<file path="src/ptl_pkg.sv">
// ----------------------------------------------------------------------------
// PDF token lexer package
// Shared types and constants for the lexer front and back parts.
// ----------------------------------------------------------------------------
package ptl_pkg;

  localparam logic [2:0] KIND_DELIM   = 3'd0;
  localparam logic [2:0] KIND_DOPEN   = 3'd1;
  localparam logic [2:0] KIND_DCLOSE  = 3'd2;
  localparam logic [2:0] KIND_LIT     = 3'd3;
  localparam logic [2:0] KIND_HEX     = 3'd4;
  localparam logic [2:0] KIND_NAME    = 3'd5;
  localparam logic [2:0] KIND_NUM     = 3'd6;
  localparam logic [2:0] KIND_KEY     = 3'd7;

  localparam logic [3:0] ERR_OK       = 4'd0;
  localparam logic [3:0] ERR_LARGE    = 4'd1;
  localparam logic [3:0] ERR_OPEN_LIT = 4'd2;
  localparam logic [3:0] ERR_NAME_ESC = 4'd3;
  localparam logic [3:0] ERR_AFTER_LT = 4'd4;
  localparam logic [3:0] ERR_HEX_CHAR = 4'd5;
  localparam logic [3:0] ERR_OPEN_HEX = 4'd6;
  localparam logic [3:0] ERR_AFTER_GT = 4'd7;
  localparam logic [3:0] ERR_NESTING  = 4'd8;

  localparam logic [15:0] MAX_LEN_RESET = 16'd1023;

  // Byte classes worked out by the front part.
  typedef struct packed {
    logic space;
    logic delim;
    logic numch;
    logic digit;
    logic octal;
    logic hexd;
    logic [3:0] hexv;
  } byte_class_t;

  // One classified word passed from front to back.
  typedef struct packed {
    logic [7:0]  data;
    logic        eoi;
    byte_class_t cls;
  } cls_word_t;

  // One result word.
  typedef struct packed {
    logic [2:0] kind;
    logic [7:0] data;
    logic       valid;
    logic       last;
    logic       nul;
    logic [3:0] err;
  } res_word_t;

  function automatic byte_class_t classify(input logic [7:0] b);
    byte_class_t c;
    c.space = (b == 8'h20) || (b >= 8'h09 && b <= 8'h0D);
    c.delim = (b == "<") || (b == ">") || (b == "(") || (b == ")") || (b == "{") ||
              (b == "}") || (b == "[") || (b == "]") || (b == "/") || (b == "%");
    c.digit = (b >= "0") && (b <= "9");
    c.numch = c.digit || (b == "-") || (b == "+") || (b == ".");
    c.octal = (b >= "0") && (b <= "7");
    c.hexd  = 1'b1;
    c.hexv  = 4'd0;
    if (c.digit) begin
      c.hexv = b[3:0];
    end else if ((b >= "a" && b <= "f") || (b >= "A" && b <= "F")) begin
      c.hexv = b[3:0] + 4'd9;
    end else begin
      c.hexd = 1'b0;
    end
    return c;
  endfunction

endpackage

</file>
<file path="src/pdf_token_lexer.sv">
// ----------------------------------------------------------------------------
// PDF token lexer
// Streaming lexer that turns PDF bytes into tagged, decoded token words.
// ----------------------------------------------------------------------------
// One input word is taken each clock while the two-entry input queue has room;
// the state machine consumes one word a cycle when the four-entry result queue,
// after any pop in the same cycle, holds no more than two words, so the steady
// rate is one word per cycle as long as results are popped as fast as they are
// made. Each accepted input word is registered in the input queue, and its results in
// the result queue, whose head drives the output ports.
module pdf_token_lexer import ptl_pkg::*; #(
  parameter int unsigned PAREN_DEPTH_MAX = 255
) (
  input  logic        clk,
  input  logic        rst_n,
  input  logic        cfg_we,
  input  logic [15:0] cfg_max_token_len,
  input  logic        push,
  output logic        full,
  input  logic [7:0]  in_byte,
  input  logic        in_end_of_input,
  output logic        empty,
  input  logic        pop,
  output logic [2:0]  out_token_kind,
  output logic [7:0]  out_byte,
  output logic        out_byte_valid,
  output logic        out_token_last,
  output logic        out_had_nul,
  output logic [3:0]  out_error_code
);

  logic [15:0] max_len_r;
  logic        q_valid, q_take;
  cls_word_t   q_word;
  res_word_t   res;

  // Length limit register.
  always_ff @(posedge clk) begin
    if (!rst_n) max_len_r <= MAX_LEN_RESET;
    else if (cfg_we) max_len_r <= cfg_max_token_len;
  end

  ptl_front u_front (
    .clk, .rst_n, .push, .full, .in_byte, .in_end_of_input,
    .q_valid, .q_word, .q_take
  );

  ptl_back #(.PAREN_DEPTH_MAX(PAREN_DEPTH_MAX)) u_back (
    .clk, .rst_n, .max_len(max_len_r), .q_valid, .q_word, .q_take,
    .empty, .pop, .res
  );

  assign out_token_kind = res.kind;
  assign out_byte       = res.data;
  assign out_byte_valid = res.valid;
  assign out_token_last = res.last;
  assign out_had_nul    = res.nul;
  assign out_error_code = res.err;

  // An error always ends a token.
  a_err_last: assert property (@(posedge clk) disable iff (!rst_n)
    (!empty && out_error_code != ERR_OK) |-> out_token_last)
    else $error("error result without token end");

  // An error result carries no byte.
  a_err_nobyte: assert property (@(posedge clk) disable iff (!rst_n)
    (!empty && out_error_code != ERR_OK) |-> !out_byte_valid)
    else $error("error result carries a byte");

  // The nul flag only appears on a literal's closing word.
  a_nul: assert property (@(posedge clk) disable iff (!rst_n)
    (!empty && out_had_nul) |-> (out_token_last && out_token_kind == KIND_LIT))
    else $error("nul flag on wrong result");

endmodule

</file>
<file path="src/ptl_front.sv">
// ----------------------------------------------------------------------------
// PDF token lexer front part
// Accepts input words, classifies each byte and queues it for the back part.
// ----------------------------------------------------------------------------
module ptl_front import ptl_pkg::*; (
  input  logic      clk,
  input  logic      rst_n,
  input  logic      push,
  output logic      full,
  input  logic [7:0] in_byte,
  input  logic      in_end_of_input,
  output logic      q_valid,
  output cls_word_t q_word,
  input  logic      q_take
);

  // Two-entry queue between the parts.
  cls_word_t  mem_r [2];
  logic       wp_r, rp_r;
  logic [1:0] cnt_r;
  logic       do_push;

  assign full    = (cnt_r == 2'd2);
  assign do_push = push && !full;
  assign q_valid = (cnt_r != 2'd0);
  assign q_word  = mem_r[rp_r];

  // Storage of classified words.
  always_ff @(posedge clk) begin
    if (do_push) begin
      mem_r[wp_r] <= '{data: in_byte, eoi: in_end_of_input, cls: classify(in_byte)};
    end
  end

  // Queue pointers and fill count.
  always_ff @(posedge clk) begin
    if (!rst_n) begin
      wp_r  <= 1'b0;
      rp_r  <= 1'b0;
      cnt_r <= 2'd0;
    end else begin
      if (do_push) wp_r <= ~wp_r;
      if (q_take)  rp_r <= ~rp_r;
      cnt_r <= cnt_r + {1'b0, do_push} - {1'b0, q_take};
    end
  end

endmodule

</file>
<file path="src/ptl_back.sv">
// ----------------------------------------------------------------------------
// PDF token lexer back part
// Runs the lexer state machine on one classified word a cycle while the result
// queue has room, and queues up to two result words per input word.
// ----------------------------------------------------------------------------
module ptl_back import ptl_pkg::*; #(
  parameter int unsigned PAREN_DEPTH_MAX = 255,
  localparam int DW = (PAREN_DEPTH_MAX < 2) ? 1 : $clog2(PAREN_DEPTH_MAX + 1)
) (
  input  logic        clk,
  input  logic        rst_n,
  input  logic [15:0] max_len,
  input  logic        q_valid,
  input  cls_word_t   q_word,
  output logic        q_take,
  output logic        empty,
  input  logic        pop,
  output res_word_t   res
);

  typedef enum logic [3:0] {
    M_IDLE, M_COMMENT, M_LIT, M_ESC, M_OCT, M_NAME, M_NAMEHEX,
    M_NUM, M_KEY, M_LT, M_GT, M_HEX
  } mode_t;

  localparam logic [DW-1:0] DEPTH_MAX = DW'(PAREN_DEPTH_MAX);

  mode_t       mode_r, mode_nxt;
  logic [DW-1:0] depth_r, depth_nxt;
  logic [15:0] len_r, len_nxt;
  logic [7:0]  esc_r, esc_nxt;
  logic [1:0]  digs_r, digs_nxt;
  logic        nul_r, nul_nxt;

  // Result queue of four words.
  res_word_t  oq_r [4];
  logic [1:0] owp_r, orp_r;
  logic [2:0] ocnt_r;
  res_word_t  r0, r1;
  logic [1:0] nres;
  logic       do_pop;

  assign do_pop = pop && !empty;
  assign empty  = (ocnt_r == 3'd0);
  assign res    = oq_r[orp_r];
  // Room for two results is needed before a word is taken.
  assign q_take = q_valid && ((ocnt_r - {2'b0, do_pop}) <= 3'd2);

  // Next-state and result logic for one word, including a re-read byte.
  always_comb begin
    logic [7:0]  b;
    byte_class_t c;
    logic        again;
    logic [1:0]  pass;
    mode_t       m;
    logic [7:0]  v;
    logic        sk;
    res_word_t   w;
    b = q_word.data;
    c = q_word.cls;
    mode_nxt = mode_r; depth_nxt = depth_r; len_nxt = len_r;
    esc_nxt = esc_r; digs_nxt = digs_r; nul_nxt = nul_r;
    r0 = '0; r1 = '0; nres = 2'd0;
    again = 1'b0;
    if (q_word.eoi) begin
      w = '{kind: KIND_DELIM, data: 8'd0, valid: 1'b0, last: 1'b1, nul: 1'b0, err: ERR_OK};
      sk = 1'b1;
      unique case (mode_r)
        M_NAME:    w.kind = KIND_NAME;
        M_NUM:     w.kind = KIND_NUM;
        M_KEY:     w.kind = KIND_KEY;
        M_LIT, M_ESC, M_OCT: begin
          w.kind = KIND_LIT; w.err = ERR_OPEN_LIT; w.nul = nul_r;
        end
        M_NAMEHEX: begin w.kind = KIND_NAME;   w.err = ERR_NAME_ESC; end
        M_LT:      begin w.kind = KIND_HEX;    w.err = ERR_AFTER_LT; end
        M_HEX:     begin w.kind = KIND_HEX;    w.err = ERR_OPEN_HEX; end
        M_GT:      begin w.kind = KIND_DCLOSE; w.err = ERR_AFTER_GT; end
        default:   sk = 1'b0;
      endcase
      if (sk) begin r0 = w; nres = 2'd1; end
      mode_nxt = M_IDLE; depth_nxt = '0; len_nxt = '0;
      esc_nxt = '0; digs_nxt = '0; nul_nxt = 1'b0;
    end else begin
      for (pass = 2'd0; pass < 2'd2; pass++) begin
        if (pass == 2'd0 || again) begin
          again = 1'b0;
          m = mode_nxt;
          w = '{kind: KIND_DELIM, data: b, valid: 1'b1, last: 1'b0, nul: 1'b0, err: ERR_OK};
          // sk: a stored byte subject to the length limit
          sk = 1'b0;
          v = b;
          unique case (m)
            M_IDLE: begin
              if (!c.space) begin
                if (b == "%") mode_nxt = M_COMMENT;
                else if (b == "<" || b == ">") begin
                  depth_nxt = '0; len_nxt = '0; esc_nxt = '0; digs_nxt = '0;
                  nul_nxt = 1'b0;
                  mode_nxt = (b == "<") ? M_LT : M_GT;
                end else if (c.delim && b != "(" && b != "/") begin
                  w.last = 1'b1;
                  if (nres == 2'd0) r0 = w; else r1 = w;
                  nres = nres + 2'd1;
                end else begin
                  depth_nxt = '0; len_nxt = 16'd1; esc_nxt = '0; digs_nxt = '0;
                  nul_nxt = 1'b0;
                  if (b == "(") begin w.kind = KIND_LIT; mode_nxt = M_LIT; end
                  else if (b == "/") begin w.kind = KIND_NAME; mode_nxt = M_NAME; end
                  else if (c.numch) begin w.kind = KIND_NUM; mode_nxt = M_NUM; end
                  else begin w.kind = KIND_KEY; mode_nxt = M_KEY; end
                  if (nres == 2'd0) r0 = w; else r1 = w;
                  nres = nres + 2'd1;
                end
              end
            end
            M_COMMENT: if (b == 8'h0A || b == 8'h0D) mode_nxt = M_IDLE;
            M_LIT: begin
              // A re-read byte after a short octal escape may follow a stored byte.
              w.kind = KIND_LIT;
              if (b == "\\") mode_nxt = M_ESC;
              else if (b == "(") begin
                if (depth_nxt >= DEPTH_MAX) begin
                  w = '{kind: KIND_LIT, data: 8'd0, valid: 1'b0, last: 1'b1,
                        nul: nul_nxt, err: ERR_NESTING};
                  if (nres == 2'd0) r0 = w; else r1 = w;
                  nres = nres + 2'd1; mode_nxt = M_IDLE;
                  depth_nxt = '0; len_nxt = '0; esc_nxt = '0; digs_nxt = '0;
                  nul_nxt = 1'b0;
                end else begin depth_nxt = depth_nxt + 1'b1; sk = 1'b1; end
              end else if (b == ")") begin
                if (depth_nxt == '0) begin
                  w = '{kind: KIND_LIT, data: 8'd0, valid: 1'b0, last: 1'b1,
                        nul: nul_nxt, err: ERR_OK};
                  if (nres == 2'd0) r0 = w; else r1 = w;
                  nres = nres + 2'd1; mode_nxt = M_IDLE;
                  len_nxt = '0; esc_nxt = '0; digs_nxt = '0; nul_nxt = 1'b0;
                end else begin depth_nxt = depth_nxt - 1'b1; sk = 1'b1; end
              end else sk = 1'b1;
            end
            M_ESC: begin
              w.kind = KIND_LIT;
              if (c.octal) begin
                esc_nxt = {5'd0, b[2:0]}; digs_nxt = 2'd1; mode_nxt = M_OCT;
              end else begin
                case (b)
                  "n": v = 8'h0A;
                  "r": v = 8'h0D;
                  "t": v = 8'h09;
                  "b": v = 8'h08;
                  "f": v = 8'h0C;
                  default: v = b;
                endcase
                mode_nxt = M_LIT; sk = 1'b1;
              end
            end
            M_OCT: begin
              w.kind = KIND_LIT;
              if (c.octal) begin
                esc_nxt = {esc_nxt[4:0], b[2:0]};
                if (digs_nxt == 2'd2) begin
                  digs_nxt = 2'd0; mode_nxt = M_LIT; v = {esc_r[4:0], b[2:0]}; sk = 1'b1;
                end else digs_nxt = digs_nxt + 2'd1;
              end else begin
                digs_nxt = 2'd0; mode_nxt = M_LIT; v = esc_nxt; sk = 1'b1; again = 1'b1;
              end
            end
            M_NAME: begin
              w.kind = KIND_NAME;
              if (c.space || c.delim) begin
                w = '{kind: KIND_NAME, data: 8'd0, valid: 1'b0, last: 1'b1,
                      nul: 1'b0, err: ERR_OK};
                r0 = w; nres = 2'd1; mode_nxt = M_IDLE;
                len_nxt = '0; esc_nxt = '0; digs_nxt = '0; nul_nxt = 1'b0;
                again = c.delim;
              end else if (b == "#") begin
                esc_nxt = '0; digs_nxt = 2'd0; mode_nxt = M_NAMEHEX;
              end else sk = 1'b1;
            end
            M_NAMEHEX: begin
              w.kind = KIND_NAME;
              if (!c.hexd) begin
                w = '{kind: KIND_NAME, data: 8'd0, valid: 1'b0, last: 1'b1,
                      nul: 1'b0, err: ERR_NAME_ESC};
                r0 = w; nres = 2'd1; mode_nxt = M_IDLE;
                len_nxt = '0; esc_nxt = '0; digs_nxt = '0; nul_nxt = 1'b0;
              end else begin
                esc_nxt = {esc_r[3:0], c.hexv};
                if (digs_r == 2'd1) begin
                  digs_nxt = 2'd0; mode_nxt = M_NAME; v = esc_nxt; sk = 1'b1;
                end else digs_nxt = 2'd1;
              end
            end
            M_NUM, M_KEY: begin
              w.kind = (m == M_NUM) ? KIND_NUM : KIND_KEY;
              if (c.space || ((m == M_NUM) ? !(c.digit || b == ".") : c.delim)) begin
                w.data = 8'd0; w.valid = 1'b0; w.last = 1'b1;
                r0 = w; nres = 2'd1; mode_nxt = M_IDLE;
                len_nxt = '0; esc_nxt = '0; digs_nxt = '0; nul_nxt = 1'b0;
                again = !c.space;
              end else sk = 1'b1;
            end
            M_LT: begin
              if (b == "<") begin
                w = '{kind: KIND_DOPEN, data: "<", valid: 1'b1, last: 1'b0,
                      nul: 1'b0, err: ERR_OK};
                r0 = w; w.last = 1'b1; r1 = w; nres = 2'd2; mode_nxt = M_IDLE;
              end else if (b == ">") begin
                r0 = '{kind: KIND_HEX, data: "<", valid: 1'b1, last: 1'b0,
                       nul: 1'b0, err: ERR_OK};
                r1 = '{kind: KIND_HEX, data: 8'd0, valid: 1'b0, last: 1'b1,
                       nul: 1'b0, err: ERR_OK};
                nres = 2'd2; mode_nxt = M_IDLE;
              end else if (c.hexd || c.space) begin
                r0 = '{kind: KIND_HEX, data: "<", valid: 1'b1, last: 1'b0,
                       nul: 1'b0, err: ERR_OK};
                nres = 2'd1; len_nxt = 16'd1; mode_nxt = M_HEX;
                w.kind = KIND_HEX; sk = !c.space;
              end else begin
                r0 = '{kind: KIND_HEX, data: 8'd0, valid: 1'b0, last: 1'b1,
                       nul: 1'b0, err: ERR_AFTER_LT};
                nres = 2'd1; mode_nxt = M_IDLE;
              end
            end
            M_HEX: begin
              w.kind = KIND_HEX;
              if (b == ">" || (!c.hexd && !c.space)) begin
                r0 = '{kind: KIND_HEX, data: 8'd0, valid: 1'b0, last: 1'b1,
                       nul: 1'b0, err: (b == ">") ? ERR_OK : ERR_HEX_CHAR};
                nres = 2'd1; mode_nxt = M_IDLE; len_nxt = '0;
              end else if (c.hexd) sk = 1'b1;
            end
            M_GT: begin
              if (b == ">") begin
                w = '{kind: KIND_DCLOSE, data: ">", valid: 1'b1, last: 1'b0,
                      nul: 1'b0, err: ERR_OK};
                r0 = w; w.last = 1'b1; r1 = w; nres = 2'd2;
              end else begin
                r0 = '{kind: KIND_DCLOSE, data: 8'd0, valid: 1'b0, last: 1'b1,
                       nul: 1'b0, err: ERR_AFTER_GT};
                nres = 2'd1;
              end
              mode_nxt = M_IDLE;
            end
            default: begin
              mode_nxt = M_IDLE; depth_nxt = '0; len_nxt = '0;
              esc_nxt = '0; digs_nxt = '0; nul_nxt = 1'b0;
            end
          endcase
          // Store one token byte, or end the token when it is too long.
          if (sk) begin
            if (len_nxt < max_len) begin
              if (w.kind == KIND_LIT && v == 8'd0) nul_nxt = 1'b1;
              w.data = v;
              len_nxt = len_nxt + 16'd1;
            end else begin
              w = '{kind: w.kind, data: 8'd0, valid: 1'b0, last: 1'b1,
                    nul: (w.kind == KIND_LIT) ? nul_nxt : 1'b0, err: ERR_LARGE};
              mode_nxt = M_IDLE; depth_nxt = '0; len_nxt = '0;
              esc_nxt = '0; digs_nxt = '0; nul_nxt = 1'b0;
            end
            if (nres == 2'd0) r0 = w; else r1 = w;
            nres = nres + 2'd1;
          end
        end
      end
    end
  end

  // Lexer state.
  always_ff @(posedge clk) begin
    if (!rst_n) begin
      mode_r <= M_IDLE; depth_r <= '0; len_r <= '0;
      esc_r <= '0; digs_r <= '0; nul_r <= 1'b0;
    end else if (q_take) begin
      mode_r <= mode_nxt; depth_r <= depth_nxt; len_r <= len_nxt;
      esc_r <= esc_nxt; digs_r <= digs_nxt; nul_r <= nul_nxt;
    end
  end

  // Result queue storage.
  always_ff @(posedge clk) begin
    if (q_take && nres != 2'd0) oq_r[owp_r] <= r0;
    if (q_take && nres == 2'd2) oq_r[owp_r + 2'd1] <= r1;
  end

  // Result queue pointers.
  always_ff @(posedge clk) begin
    if (!rst_n) begin
      owp_r <= '0; orp_r <= '0; ocnt_r <= '0;
    end else begin
      if (q_take) owp_r <= owp_r + nres;
      if (do_pop) orp_r <= orp_r + 2'd1;
      ocnt_r <= ocnt_r + (q_take ? {1'b0, nres} : 3'd0) - {2'b0, do_pop};
    end
  end

endmodule

</file>
<file path="config.mk">
export PLATFORM = sky130hd
export DESIGN_NAME = pdf_token_lexer
export DESIGN_NICKNAME = d
export VERILOG_FILES = /design/src/ptl_pkg.sv /design/src/pdf_token_lexer.sv /design/src/ptl_front.sv /design/src/ptl_back.sv
export SDC_FILE = /design/constraint.sdc
export NUM_CORES = 1
export LEC_CHECK = 0
export ABC_CLOCK_PERIOD_IN_PS = 9950
export BUFFER_PORTS_ARGS = -buffer_cell sky130_fd_sc_hd__buf_2
export CAP_MARGIN = 20
export CORE_MARGIN = 4
export CORE_UTILIZATION = 40
export CTS_BUF_LIST = sky130_fd_sc_hd__clkbuf_2 sky130_fd_sc_hd__clkbuf_4 sky130_fd_sc_hd__clkbuf_8
export DETAILED_ROUTE_END_ITERATION = 8
export GPL_TIMING_DRIVEN = 0
export HOLD_SLACK_MARGIN = 0.15
export PLACE_DENSITY_LB_ADDON = 0.05
export SETUP_SLACK_MARGIN = 0.3
export SYNTH_ARGS = -nofsm -noshare
export SYNTH_HDL_FRONTEND = slang
export SYNTH_SLANG_ARGS = --single-unit
</file>
<file path="constraint.sdc">
create_clock -name clk -period 9.95 [get_ports clk]
set_input_delay 1.4925 -clock clk [delete_from_list [all_inputs] [get_ports clk]]
set_output_delay 1.4925 -clock clk [all_outputs]
set_load 0.02 [all_outputs]
</file>
### Word-level counts from Yosys, hierarchy flattened

Memory sizes are Yosys's and may differ from the RTL's. A register that Yosys moved wholly into a read port is not among the register bits.
Index checks and enable logic that the tools add are counted.

| cells by class | value |
|---|---|
| $add $sub $neg | 20 |
| $lt $le $gt $ge | 14 |
| equal/unequal tests | 61 |
| mux-type cells | 487 |
| bitwise gates (word level) | 2 |
| reduce and logical (&&, ||, !) cells | 70 |

Operators with widths:

| kind | number |
|---|---|
| 2-to-1 mux 18 bit | 72 |
| 2-to-1 mux 16 bit | 41 |
| 2-to-1 mux 8 bit | 72 |
| one-hot mux 18 bit (8 select lines) | 2 |
| one-hot mux 16 bit (8 select lines) | 2 |
| 2-to-1 mux 4 bit | 52 |
| == test 8 x 6 -> 1 bit, second input constant | 18 |
| 2-to-1 mux 2 bit | 72 |
| one-hot mux 8 bit (8 select lines) | 2 |
| 2-to-1 mux 15 bit | 8 |
| 2-to-1 mux 1 bit | 100 |
| one-hot mux 8 bit (3 select lines) | 4 |
| == test 8 x 7 -> 1 bit, second input constant | 10 |
| one-hot mux 4 bit (10 select lines) | 2 |
| 2-to-1 mux 3 bit | 24 |
| one-hot mux 18 bit (4 select lines) | 1 |
| 2-to-1 mux 17 bit | 4 |
| one-hot mux 2 bit (8 select lines) | 4 |
| one-hot mux 3 bit (9 select lines) | 2 |
| one-hot mux 5 bit (5 select lines) | 2 |
| one-hot mux 8 bit (5 select lines) | 1 |
| 2-to-1 mux 13 bit | 3 |
| one-hot mux 18 bit (2 select lines) | 1 |
| adder 16 x 1 -> 16 bit, second input constant | 2 |
| 49 further kinds | 153 |

| storage, ports and cells | value |
|---|---|
| register bits | 66 |
| RAM bits | 110 |
| input bits | 30 |
| output and inout port bits | 20 |
| word-level logic and storage cells | 669 |
| memories kept | 2 |

Memory list:

| memory | words | bits a word | rd ports | clocked after memory_dff | write ports | line | text |
|---|---|---|---|---|---|---|---|
| u_back.oq_r | 4 | 18 | 1 | 1 | 2 | ptl_back.sv:36 | `res_word_t oq_r [4];` |
| u_front.mem_r | 2 | 19 | 1 | 1 | 1 | ptl_front.sv:18 | `cls_word_t mem_r [2];` |

### Logic depth before layout (Yosys ltp)

| depth | value |
|---|---|
| word-level depth | 34 |
| depth in mapped cells | 43 |
| mapped depth without buffers | 39 |

### Hierarchy

A second synthesis with hierarchy kept.

| second synthesis, totals | value |
|---|---|
| cells, all modules | 2189 |
| area, all modules | 17296.6 um^2 |

By module, submodules not included:

| module | times used | cells each | area each (um^2) | seq. area each (um^2) |
|---|---|---|---|---|
| ptl_back | 1 | 2004 | 14740.4 | 3083.0 |
| ptl_front | 1 | 134 | 1965.6 | 1241.2 |
| pdf_token_lexer | 1 | 51 | 590.6 | 320.3 |

### Worst setup path after synthesis

No wires, ideal clock.

| timing | value |
|---|---|
| kind | reg2reg |
| from | reg (tool-made name) |
| to | mem u_back.oq_r[1][5] (netlist bit), data pin |
| arrival time | 8923 ps |
| setup slack | 756 ps |
| cell stages (with the launch flop) | 41 |
| buffers on the path | 8 |
| cell sequence | dfxtp_1 buf_6 clkbuf_1 buf_2 buf_2 buf_2 o32a_1 o21ai_0 a221o_1 or4_1 clkbuf_1 and2_1 clkbuf_1 ha_1 a2111oi_0 o21ai_0 nand2_1 nand3_1 [... 5 more ...] nor2_1 o211ai_1 and2_1 ha_1 a21o_1 a21o_1 a21o_1 a21oi_1 nor2b_1 o21ai_0 nand2b_1 a21oi_1 nand4_1 o31ai_2 buf_2 nand2_1 a31oi_1 o22ai_1 |

RTL lines:

| what | line |
|---|---|
| to (decl) | ptl_back.sv:36 |

==> results.py <==
metrics = {
    "sta": {
        "setup_viol": 0,
        "rsz0062_at_grt": "false",
        "timing.final.max_slew_violations": 0,
        "hold_slack_ns": 0.482,
        "finalHoldViolations": 0,
        "maxSlewHeadroom": 0.201,
        "period_minus_slack_ns": 9.52,
        "tightest_slew_ns": 1.20,
        "max_freq_mhz": 105,
        "period_share": 0.956,
        "finalClockSkew_ns": 0.0220,
        "fin_ws_ns": 0.433,
    },
    "clock_tree": {
        "cts_htree_levels": 4,
        "clk_pin_slew_ns": 0.10,
        "insertion_delay_ns": 0.59,
        "cts_tree": "yes",
        "cts_sinks": 179,
        "cts_made_buffers": 17,
        "clock_path_buffers": 2,
        "root_buffer": "clkbuf_8",
    },
    "grt": {
        "grt_overflow_total": 0,
        "met2_usage": 0.523,
        "grt-busiest-layer": "met2",
        "grt_max_degree": 19,
        "grt_pass1_vias": 17100,
        "grt_use_met1": 0.476,
        "antenna_found_initial": 2,
        "met3_usage": 0.0822,
        "grt_pass1_wl_um": 116000,
        "grtUsageTotal": 0.348,
    },
    "synthesis": {
        "syn_nets": 2080,
        "syn-cell-area_um2": 16300,
        "yosys-top-cells-area": "edfxtp_1 (20%), dfxtp_1 (9.0%), a21oi_1 (4.2%), nand2_1 (4.0%), ha_1 (3.9%)",
        "seq_area_frac_synth": 0.285,
        "ys_types": 104,
        "ys_ff_latch": 179,
        "yosysTopAreaCell": "edfxtp_1",
        "synthCells": 1998,
        "synth_edf_count": 106,
        "synthFlopType": "edfxtp_1",
        "yosysWarningCount": 0,
        "synth.avg_cell_area_um2": 8.16,
        "synth-async-reset-ratio": 0,
        "synth_top_area_share": 0.195,
    },
    "setup_path": {
        "worstPathRequired_ns": 10.36,
        "critPathCaptureType": "flip-flop",
        "cp_max_fo": 10,
        "slowest_stage": "or4_4",
        "worstSetupPathType": "reg2reg",
        "worstPathArrival_ns": 9.93,
        "start_kind": "flip-flop",
        "slowest_delay_ns": 0.58,
    },
    "placed_design": {
        "gp_congestion": 1.06,
        "dpl.hpwl_um": 61500,
        "place_area_um2": 17300,
        "place_inst": 2576,
        "placement.io_buffers": 48,
        "place_ws_ns": -3.67,
    },
    "die": {
        "num_rows": 73,
        "ios": 50,
        "die_y_um": 210,
        "core_region_area_um2": 40000,
        "start_util": 0.407,
        "die_w_um": 210,
        "die-area_um2": 44000,
    },
    "run_status": {
        "outcome": "completed",
    },
    "final_layout": {
        "final_cell_mix": "nand2_1 (169), nor2_1 (167), a21oi_1 (131)",
        "antenna_cells": 0,
        "fin_area_um2": 18900,
        "drive_above_1_share": 0.172,
        "fillCellCount": 3975,
        "final_common_cell": "nand2_1",
        "final_net_count": 2225,
        "stdcell_count": 2681,
        "syn2layout_area_growth_pct": 16.2,
    },
    "routing": {
        "first_iter_violations": 2578,
        "wl_per_cell_um": 29.6,
        "drcViolationCount": 0,
        "drt-total-wl_um": 79500,
        "ant_nets": 0,
        "vias_per_cell": 6.91,
        "drt-pass1-iter-count": 6,
        "vias": 18500,
    },
    "power": {
        "total_power_mw": 4.16,
        "power_density_nw_per_um2": 220,
        "peakVddDrop_mv": 0.127,
        "p_leak_nw": 6.66,
    },
    "worst_hold_path": {
        "min_path_type": "reg2reg",
    },
    "job": {
        "drv_cap": 0,
    },
}
sequential cells by signal, summed over array words and instances (netlist names), 2 cells and up, named ones only:
signal / flops
max_len_r: 16
u_back.depth_r: 8
u_back.digs_r: 2
u_back.esc_r: 8
u_back.len_r: 16
u_back.mode_r: 4
u_back.ocnt_r: 3
u_back.oq_r: 72
u_back.orp_r: 2
u_back.owp_r: 2
u_front.cnt_r: 2
u_front.mem_r: 38
path summary, 6_finish.rpt:
check	startpoint	to	slack, ns	cells past startpoint
max	u_back.mode_r[0]	u_back.oq_r[2][8]	0.43	41
min	u_back.esc_r[5]	u_back.esc_r[5]	0.48	1
max reg2reg	u_back.mode_r[0]	u_back.oq_r[2][8]	0.43	41
min reg2reg	u_back.esc_r[5]	u_back.esc_r[5]	0.48	1
logic make-up after synthesis:
kind of cell,synth area share
AOI/OAI and AO/OA,0.315
xor gates and xnor gates,0.0140
adders and majority gates,0.0404
buffers and inverters,0.0466
DFF,0.285
muxes,0.0592
and+or+nand+nor,0.240
per-layer routing:
metal | vias up | wire length (µm)
li1 | 8171 | -
met1 | 8954 | 32800
met2 | 1158 | 34600
met3 | 240 | 8380
met4 | 2 | 3690
met5 | - | 13
cells in the mapped netlist (26+ instances only):
library cell  count
o21ai_0         121
nor2_1          170
mux2i_1          39
and3_1           29
nand4_1          30
nand2_1         175
clkbuf_1         73
dfxtp_1          73
a31oi_1          32
nor2b_1          26
nand3_1          75
a22oi_1          26
o22ai_1          82
edfxtp_1        106
and2_1           37
ha_1             51
nor3_1           61
a21oi_1         137
o211ai_1         43
inv_1            60
where the power goes:
part	leakage [nW]	internal (mW)	switching, mW
sequential	1.53	0.858	0.0453
clock	0.203	0.208	0.328
combinational	4.92	0.816	1.91
total	6.66	1.88	2.28
metrics by stage:
step / utilization / TNS, ns
final: 0.473 / 0
after global routing: 0.473 / 0
after CTS: 0.459 / 0
after detailed placement: 0.432 / -424.23
after global placement: 0.430 / -413.94
after floorplan: - / 0
repair_timing:
action,in CTS,in global routing
hold buffers,0,0
pin swaps,24,30
buffers inserted,38,30
resized for setup,93,64
cloned,0,1
endpoints found under the setup margin,180,150
worst max-delay path, delay by kind of cell, from the launching register on:
| kind | cells | cell delay [ns] |
|---|---|---|
| AO/OA/AOI/OAI | 17 | 3.71 |
| buffers and inverters | 7 | 1.54 |
| AND/OR/NAND/NOR | 14 | 2.95 |
| adder cells (fa/ha/maj) | 3 | 0.65 |
| flip-flops | 1 | 0.43 |
area by class of cell:
cell class              count  area, µm²  area share
clock buffers              17        234      0.0124
well taps                 525        657      0.0347
clock inverters            15        164     0.00865
inverters                  62        234      0.0124
multi-input cells        1645      11600       0.610
plain buffers             112        584      0.0308
repair buffers            126        870      0.0459
flip-flops and latches    179       4650       0.245
(Power assumes the default switching activity.)
